$ cat config.mk
export PLATFORM = sky130hd
export DESIGN_NAME = drrip_row_update
export DESIGN_NICKNAME = d
export VERILOG_FILES = /design/src/rtl/drrip_pkg.sv /design/src/rtl/drrip_row_update.sv
export SDC_FILE = /design/constraint.sdc
export NUM_CORES = 1
export LEC_CHECK = 0
export BUFFER_PORTS_ARGS = -buffer_cell sky130_fd_sc_hd__buf_4
export CAP_MARGIN = 20
export CORE_AREA = 2 2 240 242
export DETAILED_ROUTE_END_ITERATION = 10
export DIE_AREA = 0 0 242 244
export PLACE_DENSITY_LB_ADDON = 0.25
export SYNTH_ARGS = -nofsm -noshare
export SYNTH_HDL_FRONTEND = slang
export SYNTH_SLANG_ARGS = --single-unit
$ cat constraint.sdc
create_clock -name vclk -period 28
set_input_delay 2.8 -clock vclk [all_inputs]
set_output_delay 2.8 -clock vclk [all_outputs]
set_load 0.01 [all_outputs]
$ cat src/rtl/drrip_pkg.sv
package drrip_pkg;

    localparam int DEF_NUM_SETS       = 2048;
    localparam int DEF_NUM_WAYS       = 16;
    localparam int DEF_LEADER_COUNT   = 64;
    localparam int DEF_SIGNATURE_BITS = 5;
    localparam int DEF_SELECTOR_BITS  = 10;

    localparam logic [1:0] MAX_AGE        = 2'd3;
    localparam logic [1:0] AGE_RESET      = 2'd2;
    localparam logic [1:0] AGE_NEAR       = 2'd0;
    localparam logic [1:0] OUTCOME_RESET  = 2'd1;
    localparam logic [1:0] OUTCOME_MAX    = 2'd3;
    localparam logic [1:0] OUTCOME_STRONG = 2'd2;
    localparam logic [1:0] THRESH_RESET   = 2'd2;

    localparam logic FUNC_VICTIM = 1'b0;
    localparam logic FUNC_UPDATE = 1'b1;

    typedef enum logic [1:0] {
        ST_CLEAR,
        ST_IDLE,
        ST_READ,
        ST_MODIFY
    } state_t;

    typedef struct packed {
        logic       streaming;
        logic [1:0] new_age;
        logic [3:0] victim_way;
    } result_t;

    // Reduces a small value modulo n, valid while v < 8 * n.
    function automatic logic [19:0] mod_small(input logic [19:0] v, input logic [19:0] n);
        logic [19:0] r;
        r = v;
        if (r >= (n << 2)) r = r - (n << 2);
        if (r >= (n << 1)) r = r - (n << 1);
        if (r >= n) r = r - n;
        return r;
    endfunction

endpackage

$ cat src/rtl/drrip_row_update.sv
module drrip_row_update #(
    parameter int NUM_SETS       = drrip_pkg::DEF_NUM_SETS,
    parameter int NUM_WAYS       = drrip_pkg::DEF_NUM_WAYS,
    parameter int LEADER_COUNT   = drrip_pkg::DEF_LEADER_COUNT,
    parameter int SIGNATURE_BITS = drrip_pkg::DEF_SIGNATURE_BITS,
    parameter int SELECTOR_BITS  = drrip_pkg::DEF_SELECTOR_BITS,
    localparam int SET_W = $clog2(NUM_SETS),
    localparam int WAY_W = $clog2(NUM_WAYS),
    localparam int ROW_W = NUM_WAYS * (2 + SIGNATURE_BITS) + 130
) (
    input  logic [ROW_W-1:0]          row_i,
    input  logic                      func_i,
    input  logic                      hit_i,
    input  logic [SET_W-1:0]          set_i,
    input  logic [WAY_W-1:0]          way_i,
    input  logic [63:0]               addr_i,
    input  logic [SIGNATURE_BITS-1:0] sig_i,
    input  logic [1:0]                thr_i,
    input  logic [SELECTOR_BITS-1:0]  duel_i,
    input  logic [4:0]                tick_i,
    input  logic [1:0]                sig_cnt_i,
    input  logic [1:0]                old_cnt_i,
    output logic [SIGNATURE_BITS-1:0] old_sig_o,
    output logic [ROW_W-1:0]          row_o,
    output logic [1:0]                old_cnt_o,
    output logic [SELECTOR_BITS-1:0]  duel_o,
    output logic [4:0]                tick_o,
    output drrip_pkg::result_t        res_o
);

    localparam int SIG_BASE  = 2 * NUM_WAYS;
    localparam int ADDR_BASE = NUM_WAYS * (2 + SIGNATURE_BITS);
    localparam int STR_BASE  = ADDR_BASE + 64;
    localparam int RUN_BASE  = STR_BASE + 64;
    localparam int LEAD_BASE = NUM_SETS / 2;
    localparam logic [SELECTOR_BITS-1:0] DUEL_MID = SELECTOR_BITS'(1 << (SELECTOR_BITS - 1));
    localparam logic [SELECTOR_BITS-1:0] DUEL_MAX = '1;

    logic [63:0] prev_addr, prev_stride, stride;
    logic [1:0]  run, run_new, top, age;
    logic        prev_zero, same, stream, srrip_lead, brrip_lead, srrip;
    logic [1:0]  sig_cnt_eff;
    logic [WAY_W-1:0] vway;
    logic [ROW_W-1:0] aged_row, upd_row;

    assign old_sig_o   = row_i[SIG_BASE + SIGNATURE_BITS * way_i +: SIGNATURE_BITS];
    assign prev_addr   = row_i[ADDR_BASE +: 64];
    assign prev_stride = row_i[STR_BASE +: 64];
    assign run         = row_i[RUN_BASE +: 2];

    assign prev_zero = (prev_addr == 64'd0);
    assign stride    = prev_zero ? 64'd0 : addr_i - prev_addr;
    assign same      = !prev_zero && (stride == prev_stride) && (stride != 64'd0);
    assign stream    = (run_new >= thr_i);

    always_comb begin
        run_new = run;
        if (same) begin
            if (run != 2'd3) run_new = run + 2'd1;
        end else if (run != 2'd0) begin
            run_new = run - 2'd1;
        end
    end

    assign srrip_lead = (32'(set_i) < 32'(LEADER_COUNT));
    assign brrip_lead = (32'(set_i) >= 32'(LEAD_BASE)) &&
                        (32'(set_i) < 32'(LEAD_BASE + LEADER_COUNT));
    assign srrip      = srrip_lead || (!brrip_lead && (duel_i >= DUEL_MID));

    // Outcome counter of the evicted or hit line's signature.
    always_comb begin
        old_cnt_o = old_cnt_i;
        if (hit_i) begin
            if (old_cnt_i != drrip_pkg::OUTCOME_MAX) old_cnt_o = old_cnt_i + 2'd1;
        end else if (old_cnt_i != 2'd0) begin
            old_cnt_o = old_cnt_i - 2'd1;
        end
    end

    assign sig_cnt_eff = (old_sig_o == sig_i) ? old_cnt_o : sig_cnt_i;

    always_comb begin
        duel_o = duel_i;
        tick_o = tick_i;
        age    = drrip_pkg::AGE_NEAR;
        if (func_i == drrip_pkg::FUNC_UPDATE) begin
            if (hit_i) begin
                if (srrip_lead) begin
                    if (duel_i != DUEL_MAX) duel_o = duel_i + 1'b1;
                end else if (brrip_lead) begin
                    if (duel_i != '0) duel_o = duel_i - 1'b1;
                end
            end else if (stream && sig_cnt_eff < drrip_pkg::OUTCOME_STRONG) begin
                age = drrip_pkg::MAX_AGE;
            end else if (sig_cnt_eff >= drrip_pkg::OUTCOME_STRONG) begin
                age = drrip_pkg::AGE_NEAR;
            end else if (srrip) begin
                age = drrip_pkg::AGE_RESET;
            end else begin
                age    = (tick_i == 5'd0) ? drrip_pkg::AGE_RESET : drrip_pkg::MAX_AGE;
                tick_o = tick_i + 5'd1;
            end
        end
    end

    // Victim search: age every way so the oldest reaches the maximum age.
    always_comb begin
        top      = 2'd0;
        vway     = '0;
        aged_row = row_i;
        for (int i = 0; i < NUM_WAYS; i++) begin
            if (row_i[2*i +: 2] > top) top = row_i[2*i +: 2];
        end
        for (int i = 0; i < NUM_WAYS; i++) begin
            aged_row[2*i +: 2] = row_i[2*i +: 2] + (drrip_pkg::MAX_AGE - top);
        end
        for (int i = NUM_WAYS - 1; i >= 0; i--) begin
            if (aged_row[2*i +: 2] == drrip_pkg::MAX_AGE) vway = WAY_W'(i);
        end
    end

    always_comb begin
        upd_row = row_i;
        upd_row[2*way_i +: 2] = age;
        if (!hit_i) upd_row[SIG_BASE + SIGNATURE_BITS * way_i +: SIGNATURE_BITS] = sig_i;
        upd_row[ADDR_BASE +: 64] = addr_i;
        upd_row[STR_BASE +: 64]  = stride;
        upd_row[RUN_BASE +: 2]   = run_new;
    end

    always_comb begin
        if (func_i == drrip_pkg::FUNC_UPDATE) begin
            row_o            = upd_row;
            res_o.victim_way = 4'd0;
            res_o.new_age    = age;
            res_o.streaming  = stream;
        end else begin
            row_o            = aged_row;
            res_o.victim_way = 4'(vway);
            res_o.new_age    = 2'd0;
            res_o.streaming  = 1'b0;
        end
    end

endmodule

==> results of run 1 <==
==> critical path: cells and delay by family <==
family	cells	cell delay [ps]
compound gates	28	6260
fa+ha+maj	15	4120
simple gates	21	2690
buf+inv	15	1170
mux	1	380
xor+xnor	1	190
==> per-stage QoR <==
step,setup slack [ps],instances,power (mW)
2_1_floorplan,9495,2524,0.3829
3_3_place_gp,7762,3777,0.6609
3_5_place_dp,7610,3777,0.6602
4_1_cts,7572,3777,0.6633
5_1_grt,6089,3777,0.7250
6_report,7570,3777,0.6801
==> synthesized netlist by cell type, drive strengths merged, types with 20 or more instances <==
library cell	instances	share of area
a21o	27	0.013
a21oi	164	0.054
a221oi	20	0.011
a22oi	23	0.011
a31oi	23	0.0091
and2	22	0.0087
and3	23	0.0091
buf	35	0.012
clkbuf	105	0.025
ha	132	0.10
inv	155	0.037
mux2	72	0.051
mux2i	42	0.027
nand2	355	0.084
nand2b	38	0.015
nand3	74	0.023
nand4	51	0.020
nor2	218	0.052
nor3	74	0.023
nor4	45	0.019
o211ai	23	0.011
o21a	20	0.0095
o21ai	252	0.080
o22ai	32	0.013
o31ai	22	0.011
o41ai	22	0.012
or3	28	0.011
xnor2	87	0.048
xor2	67	0.037
==> kinds of logic (layout without fill, tap and decap cells) <==
group,Yosys count,count (layout),share of synthesized area
compound gates,797,797,0.3307
fa+ha+maj,133,133,0.1057
simple gates,1019,1019,0.3105
buf+inv,296,793,0.07429
mux,124,124,0.09209
xor+xnor,155,155,0.08671
==> report_power, final <==
part           switching (mW)  internal (mW)  total (mW)
logic                   0.426          0.254       0.680
clock network               0              0           0
registers                   0              0           0
==> cell type report <==
type                       count  area (um^2)
fill                        6252        35190
inverter                     156        586.8
multi-input combinational   2228        14660
tap                          756        945.9
timing repair buffer         637         4786
==> per-layer routing <==
layer | part of all wire | wire, um
met5 | 0.00065 | 60
met4 | 0.032 | 2960
met3 | 0.089 | 8230
met2 | 0.44 | 40130
met1 | 0.44 | 40840
==> worst min-delay path by stage <==
stage	from	endpoint	slack, ps	cells past startpoint
2_1_floorplan	duel_i[3]	duel_o[3]	5680	1
3_5_place_dp	tick_i[4]	tick_o[4]	5890	3
4_1_cts	tick_i[4]	tick_o[4]	5890	3
6_report	tick_i[4]	tick_o[4]	5890	3
5_1_grt	tick_i[4]	tick_o[4]	5910	3
3_3_place_gp	tick_i[4]	tick_o[4]	5880	3
==> results.py, run 1 <==
metrics = {
    "outcome": {
        "status": "finished clean",
    },
    "final_layout": {
        "area_delta_synth_final_pct": 32.67,
        "regArea_um2": 0,
        "layout-drive-gt1-share": 0.2516,
        "final_cell_mix": "buf_4 (636), nand2_1 (355), o21ai_0 (247), nor2_1 (217), a21oi_1 (160)",
        "clock_buffer_count": 0,
        "nFlopsAndLatches": 0,
        "mostFrequentLayoutCell": "buf_4",
        "diodes": 0,
        "final_nets": 3505,
        "stdcell_area_um2": 20980,
        "postLayoutCoreUtil": 0.3736,
    },
    "die": {
        "die_w_um": 242,
        "start_util": 0.2816,
        "core_um2": 56170,
        "die_h_um": 244,
        "num_rows": 87,
        "fp.dieArea_um2": 59050,
        "pin_count": 620,
    },
    "timing": {
        "period_minus_slack_ps": 20430,
        "rsz0062_at_grt": "no",
        "holdWs_ps": 5888,
        "worstMarginPinSlew_ps": 1297,
        "setup_viol": 0,
        "max_freq_mhz": 48.95,
        "slew_violations": 0,
        "tns_ps": 0,
        "slew_headroom": 0.1276,
        "finalCritPeriodShare": 0.7296,
        "hold_viol": 0,
    },
    "critical_path": {
        "slowest_delay_ps": 590,
        "slowest_stage": "o31ai_4",
        "cp.arrival_ps": 17630,
        "crit_path_end": "res_o[1]",
        "criticalPathCategory": "in2out",
        "crit_path_end_kind": "output pin",
        "worstSetupStartpointType": "input pin",
        "path_max_fanout": 13,
        "cp-startpoint": "row_i[3]",
        "required_ps": 25200,
        "worst_path_most_repeated_cell": "ha_1",
    },
    "cts": {
        "ctsHoldBuffers": 0,
        "ctsResizeCount": 0,
        "postCtsSetupBuffers": 0,
    },
    "pwr": {
        "p_per_area_nw_per_um2": 32.41,
        "ir_drop_uv": 18.29,
        "p_leak_nw": 9.353,
    },
    "global_route": {
        "grt_pass1_vias": 20173,
        "overflow": 0,
        "met2_usage": 0.4630,
        "grt.busiest_layer": "met2",
        "grt.met3_usage": 0.04675,
        "grt_max_degree": 125,
        "track_usage": 0.2913,
        "gr-usage-met1": 0.4095,
        "grt_pass1_wl_mm": 133.3,
        "antenna_found_initial": 5,
    },
    "drt": {
        "firstDrtPassIters": 6,
        "postRouteAntennaNets": 0,
        "via_count": 22071,
        "viasPerCell": 5.844,
        "wl_mm": 92.23,
        "drtIter0Drc": 2306,
        "wl_per_cell_um": 24.42,
        "drc": 0,
    },
    "flow_run": {
        "drv_cap": 0,
    },
    "synth": {
        "ys_warn_count": 0,
        "syn_nets": 3006,
        "syn_area_um2": 15820,
        "synth_cells": 2524,
        "yosysUniqueCellTypes": 97,
        "ys_seq_area_frac": 0,
        "synth_area_per_cell_um2": 6.266,
    },
    "placement": {
        "dp_hpwl_mm": 77.63,
        "port_buffers": 613,
        "gp_congestion": 1.013,
        "placedInstanceArea_um2": 20980,
    },
    "worst_hold_path": {
        "hold_path.class": "in2out",
    },
}
Power figures use the tool's default switching activity.
==> run 2: changes to the inputs <==
- ABC_AREA: default -> 1
- CORE_AREA: 2 2 240 242 -> 2 2 243 245
- DIE_AREA: 0 0 242 244 -> 0 0 245 247
- clock period: 28 -> 18.82 ns (I/O delays scaled with it)
==> run 2 against run 1 <==
Largest cell class unchanged. Sequential cell count stayed put. Utilization decreased by 2.1 points. Cell area fell by 2.2%. Sequential share of layout area did not move.
==> results.py, run 2 <==
metrics = {
    "timing": {
        "slew_headroom": 0.1256,
        "max_freq_mhz": 58.38,
        "holdWs_ps": 4053,
        "worstMarginPinSlew_ps": 1298,
        "rsz0062_at_grt": "no",
        "tns_ps": 0,
        "setup_viol": 0,
        "slew_violations": 0,
        "finalCritPeriodShare": 0.9102,
        "period_minus_slack_ps": 17130,
        "hold_viol": 0,
    },
    "synth": {
        "synth_most_common_cell": "nand2_1",
        "syn_area_um2": 15220,
        "synth_top_area_cell": "nand2_1",
        "synth_area_per_cell_um2": 5.125,
        "yosysUniqueCellTypes": 69,
        "ys_warn_count": 0,
        "synth_cells": 2969,
        "ys_seq_area_frac": 0,
        "synth_common_cells": "nand2_1 (701), inv_1 (457), o21ai_0 (369), nor2_1 (348), a21oi_1 (188)",
        "syn_nets": 3451,
        "yosys-top-cells-area": "nand2_1 (17%), o21ai_0 (12%), inv_1 (11%), ha_1 (11%), nor2_1 (8.6%)",
        "synth_top_area_share": 0.1729,
    },
    "die": {
        "start_util": 0.2613,
        "fp.dieArea_um2": 60520,
        "pin_count": 620,
        "die_h_um": 247,
        "num_rows": 89,
        "die_w_um": 245,
        "core_um2": 58240,
    },
    "critical_path": {
        "slowest_delay_ps": 290,
        "crit_path_end_kind": "output pin",
        "slowest_stage": "o21ai_0",
        "worst_path_most_repeated_cell": "nand2_1",
        "required_ps": 16940,
        "path_max_fanout": 17,
        "worstSetupStartpointType": "input pin",
        "cp.arrival_ps": 15250,
        "criticalPathCategory": "in2out",
    },
    "placement": {
        "gp_congestion": 1.010,
        "dp_hpwl_mm": 76.38,
        "port_buffers": 613,
    },
    "outcome": {
        "status": "finished clean",
    },
    "global_route": {
        "grt.busiest_layer": "met2",
        "met2_usage": 0.4444,
        "grt_max_degree": 87,
        "grt_pass1_vias": 20215,
        "antenna_found_initial": 3,
        "overflow": 0,
        "grt.met3_usage": 0.06175,
        "grt_pass1_wl_mm": 128.6,
        "track_usage": 0.2779,
        "gr-usage-met1": 0.3764,
    },
    "drt": {
        "via_count": 22429,
        "drc": 0,
        "viasPerCell": 5.254,
        "wl_mm": 89.70,
        "drtIter0Drc": 2270,
        "wl_per_cell_um": 21.01,
        "postRouteAntennaNets": 0,
        "firstDrtPassIters": 6,
    },
    "final_layout": {
        "final_nets": 3979,
        "area_delta_synth_final_pct": 34.83,
        "layout-drive-gt1-share": 0.2017,
        "final_cell_mix": "nand2_1 (701), buf_4 (628), inv_1 (456), o21ai_0 (364), nor2_1 (347)",
        "fillers": 6823,
        "nFlopsAndLatches": 0,
        "clock_buffer_count": 0,
        "mostFrequentLayoutCell": "nand2_1",
        "regArea_um2": 0,
    },
    "worst_hold_path": {
        "hold_path.class": "in2out",
    },
    "cts": {
        "ctsHoldBuffers": 0,
    },
    "flow_run": {
        "drv_cap": 0,
    },
}
run 2: cell types whose count changed after synthesis, moves of 56 or more:
cell,delta
nor2_1,+131
inv_1,+303
o21ai_0,+122
xnor2_1,-56
nand3_1,+78
nand2_1,+346
mux2_2,-72
run 2: worst paths after layout:
kind	depth (start not counted)	to	start	slack, ps
setup / recovery	107	res_o[0]	row_i[1]	1690
hold / removal	3	old_cnt_o[0]	old_cnt_i[0]	4050
run 2: per-layer routing:
metal | vias up | wire length, um
met1 | 10136 | 38420
li1 | 10946 | -
met2 | 1178 | 38920
met3 | 163 | 9658
met4 | 6 | 2667
met5 | - | 44
run 2: kinds of logic (layout without fill, tap and decap cells):
family / count (synthesis) / after routing / synth area share
mux: 11 / 11 / 0.007236
buf+inv: 569 / 1095 / 0.1424
fa+ha+maj: 133 / 133 / 0.1099
other cells: 0 / 1 / 0
xor+xnor: 100 / 100 / 0.05756
simple gates: 1373 / 1373 / 0.3795
compound gates: 783 / 783 / 0.3035
run 2: through the flow:
step / worst slack, ps / instances / instance area [um^2] / utilization
global placement: 1081 / 4268 / 20510 / 0.3521
floorplan: 2982 / 2969 / 15220 / -
finish: 1690 / 4269 / 20520 / 0.3523
detailed placement: 1010 / 4268 / 20510 / 0.3521
global route: 21.22 / 4268 / 20510 / 0.3522
CTS: 970.0 / 4268 / 20510 / 0.3521
run 2: critical path, delay by kind of cell:
family | cells | cell delay (ps)
AO/OA/AOI/OAI | 16 | 3710
AND/OR/NAND/NOR | 43 | 3430
adder cells (fa/ha/maj) | 15 | 3960
buffers and inverters | 33 | 2280
run 2: final cells by class:
class | instances | area (um^2) | area share
Timing Repair Buffer | 629 | 4726 | 0.2303
Multi-Input combinational cell | 2400 | 13070 | 0.6368
Tap cell | 773 | 967.2 | 0.04714
Inverter | 466 | 1757 | 0.08562
Antenna cell | 1 | 2.502 | 0.0001220
run 2: repair_timing:
action / in CTS / in global routing
endpoints found under the setup margin: 0 / 18
gates resized for setup: 0 / 8
setup buffers: 0 / 0
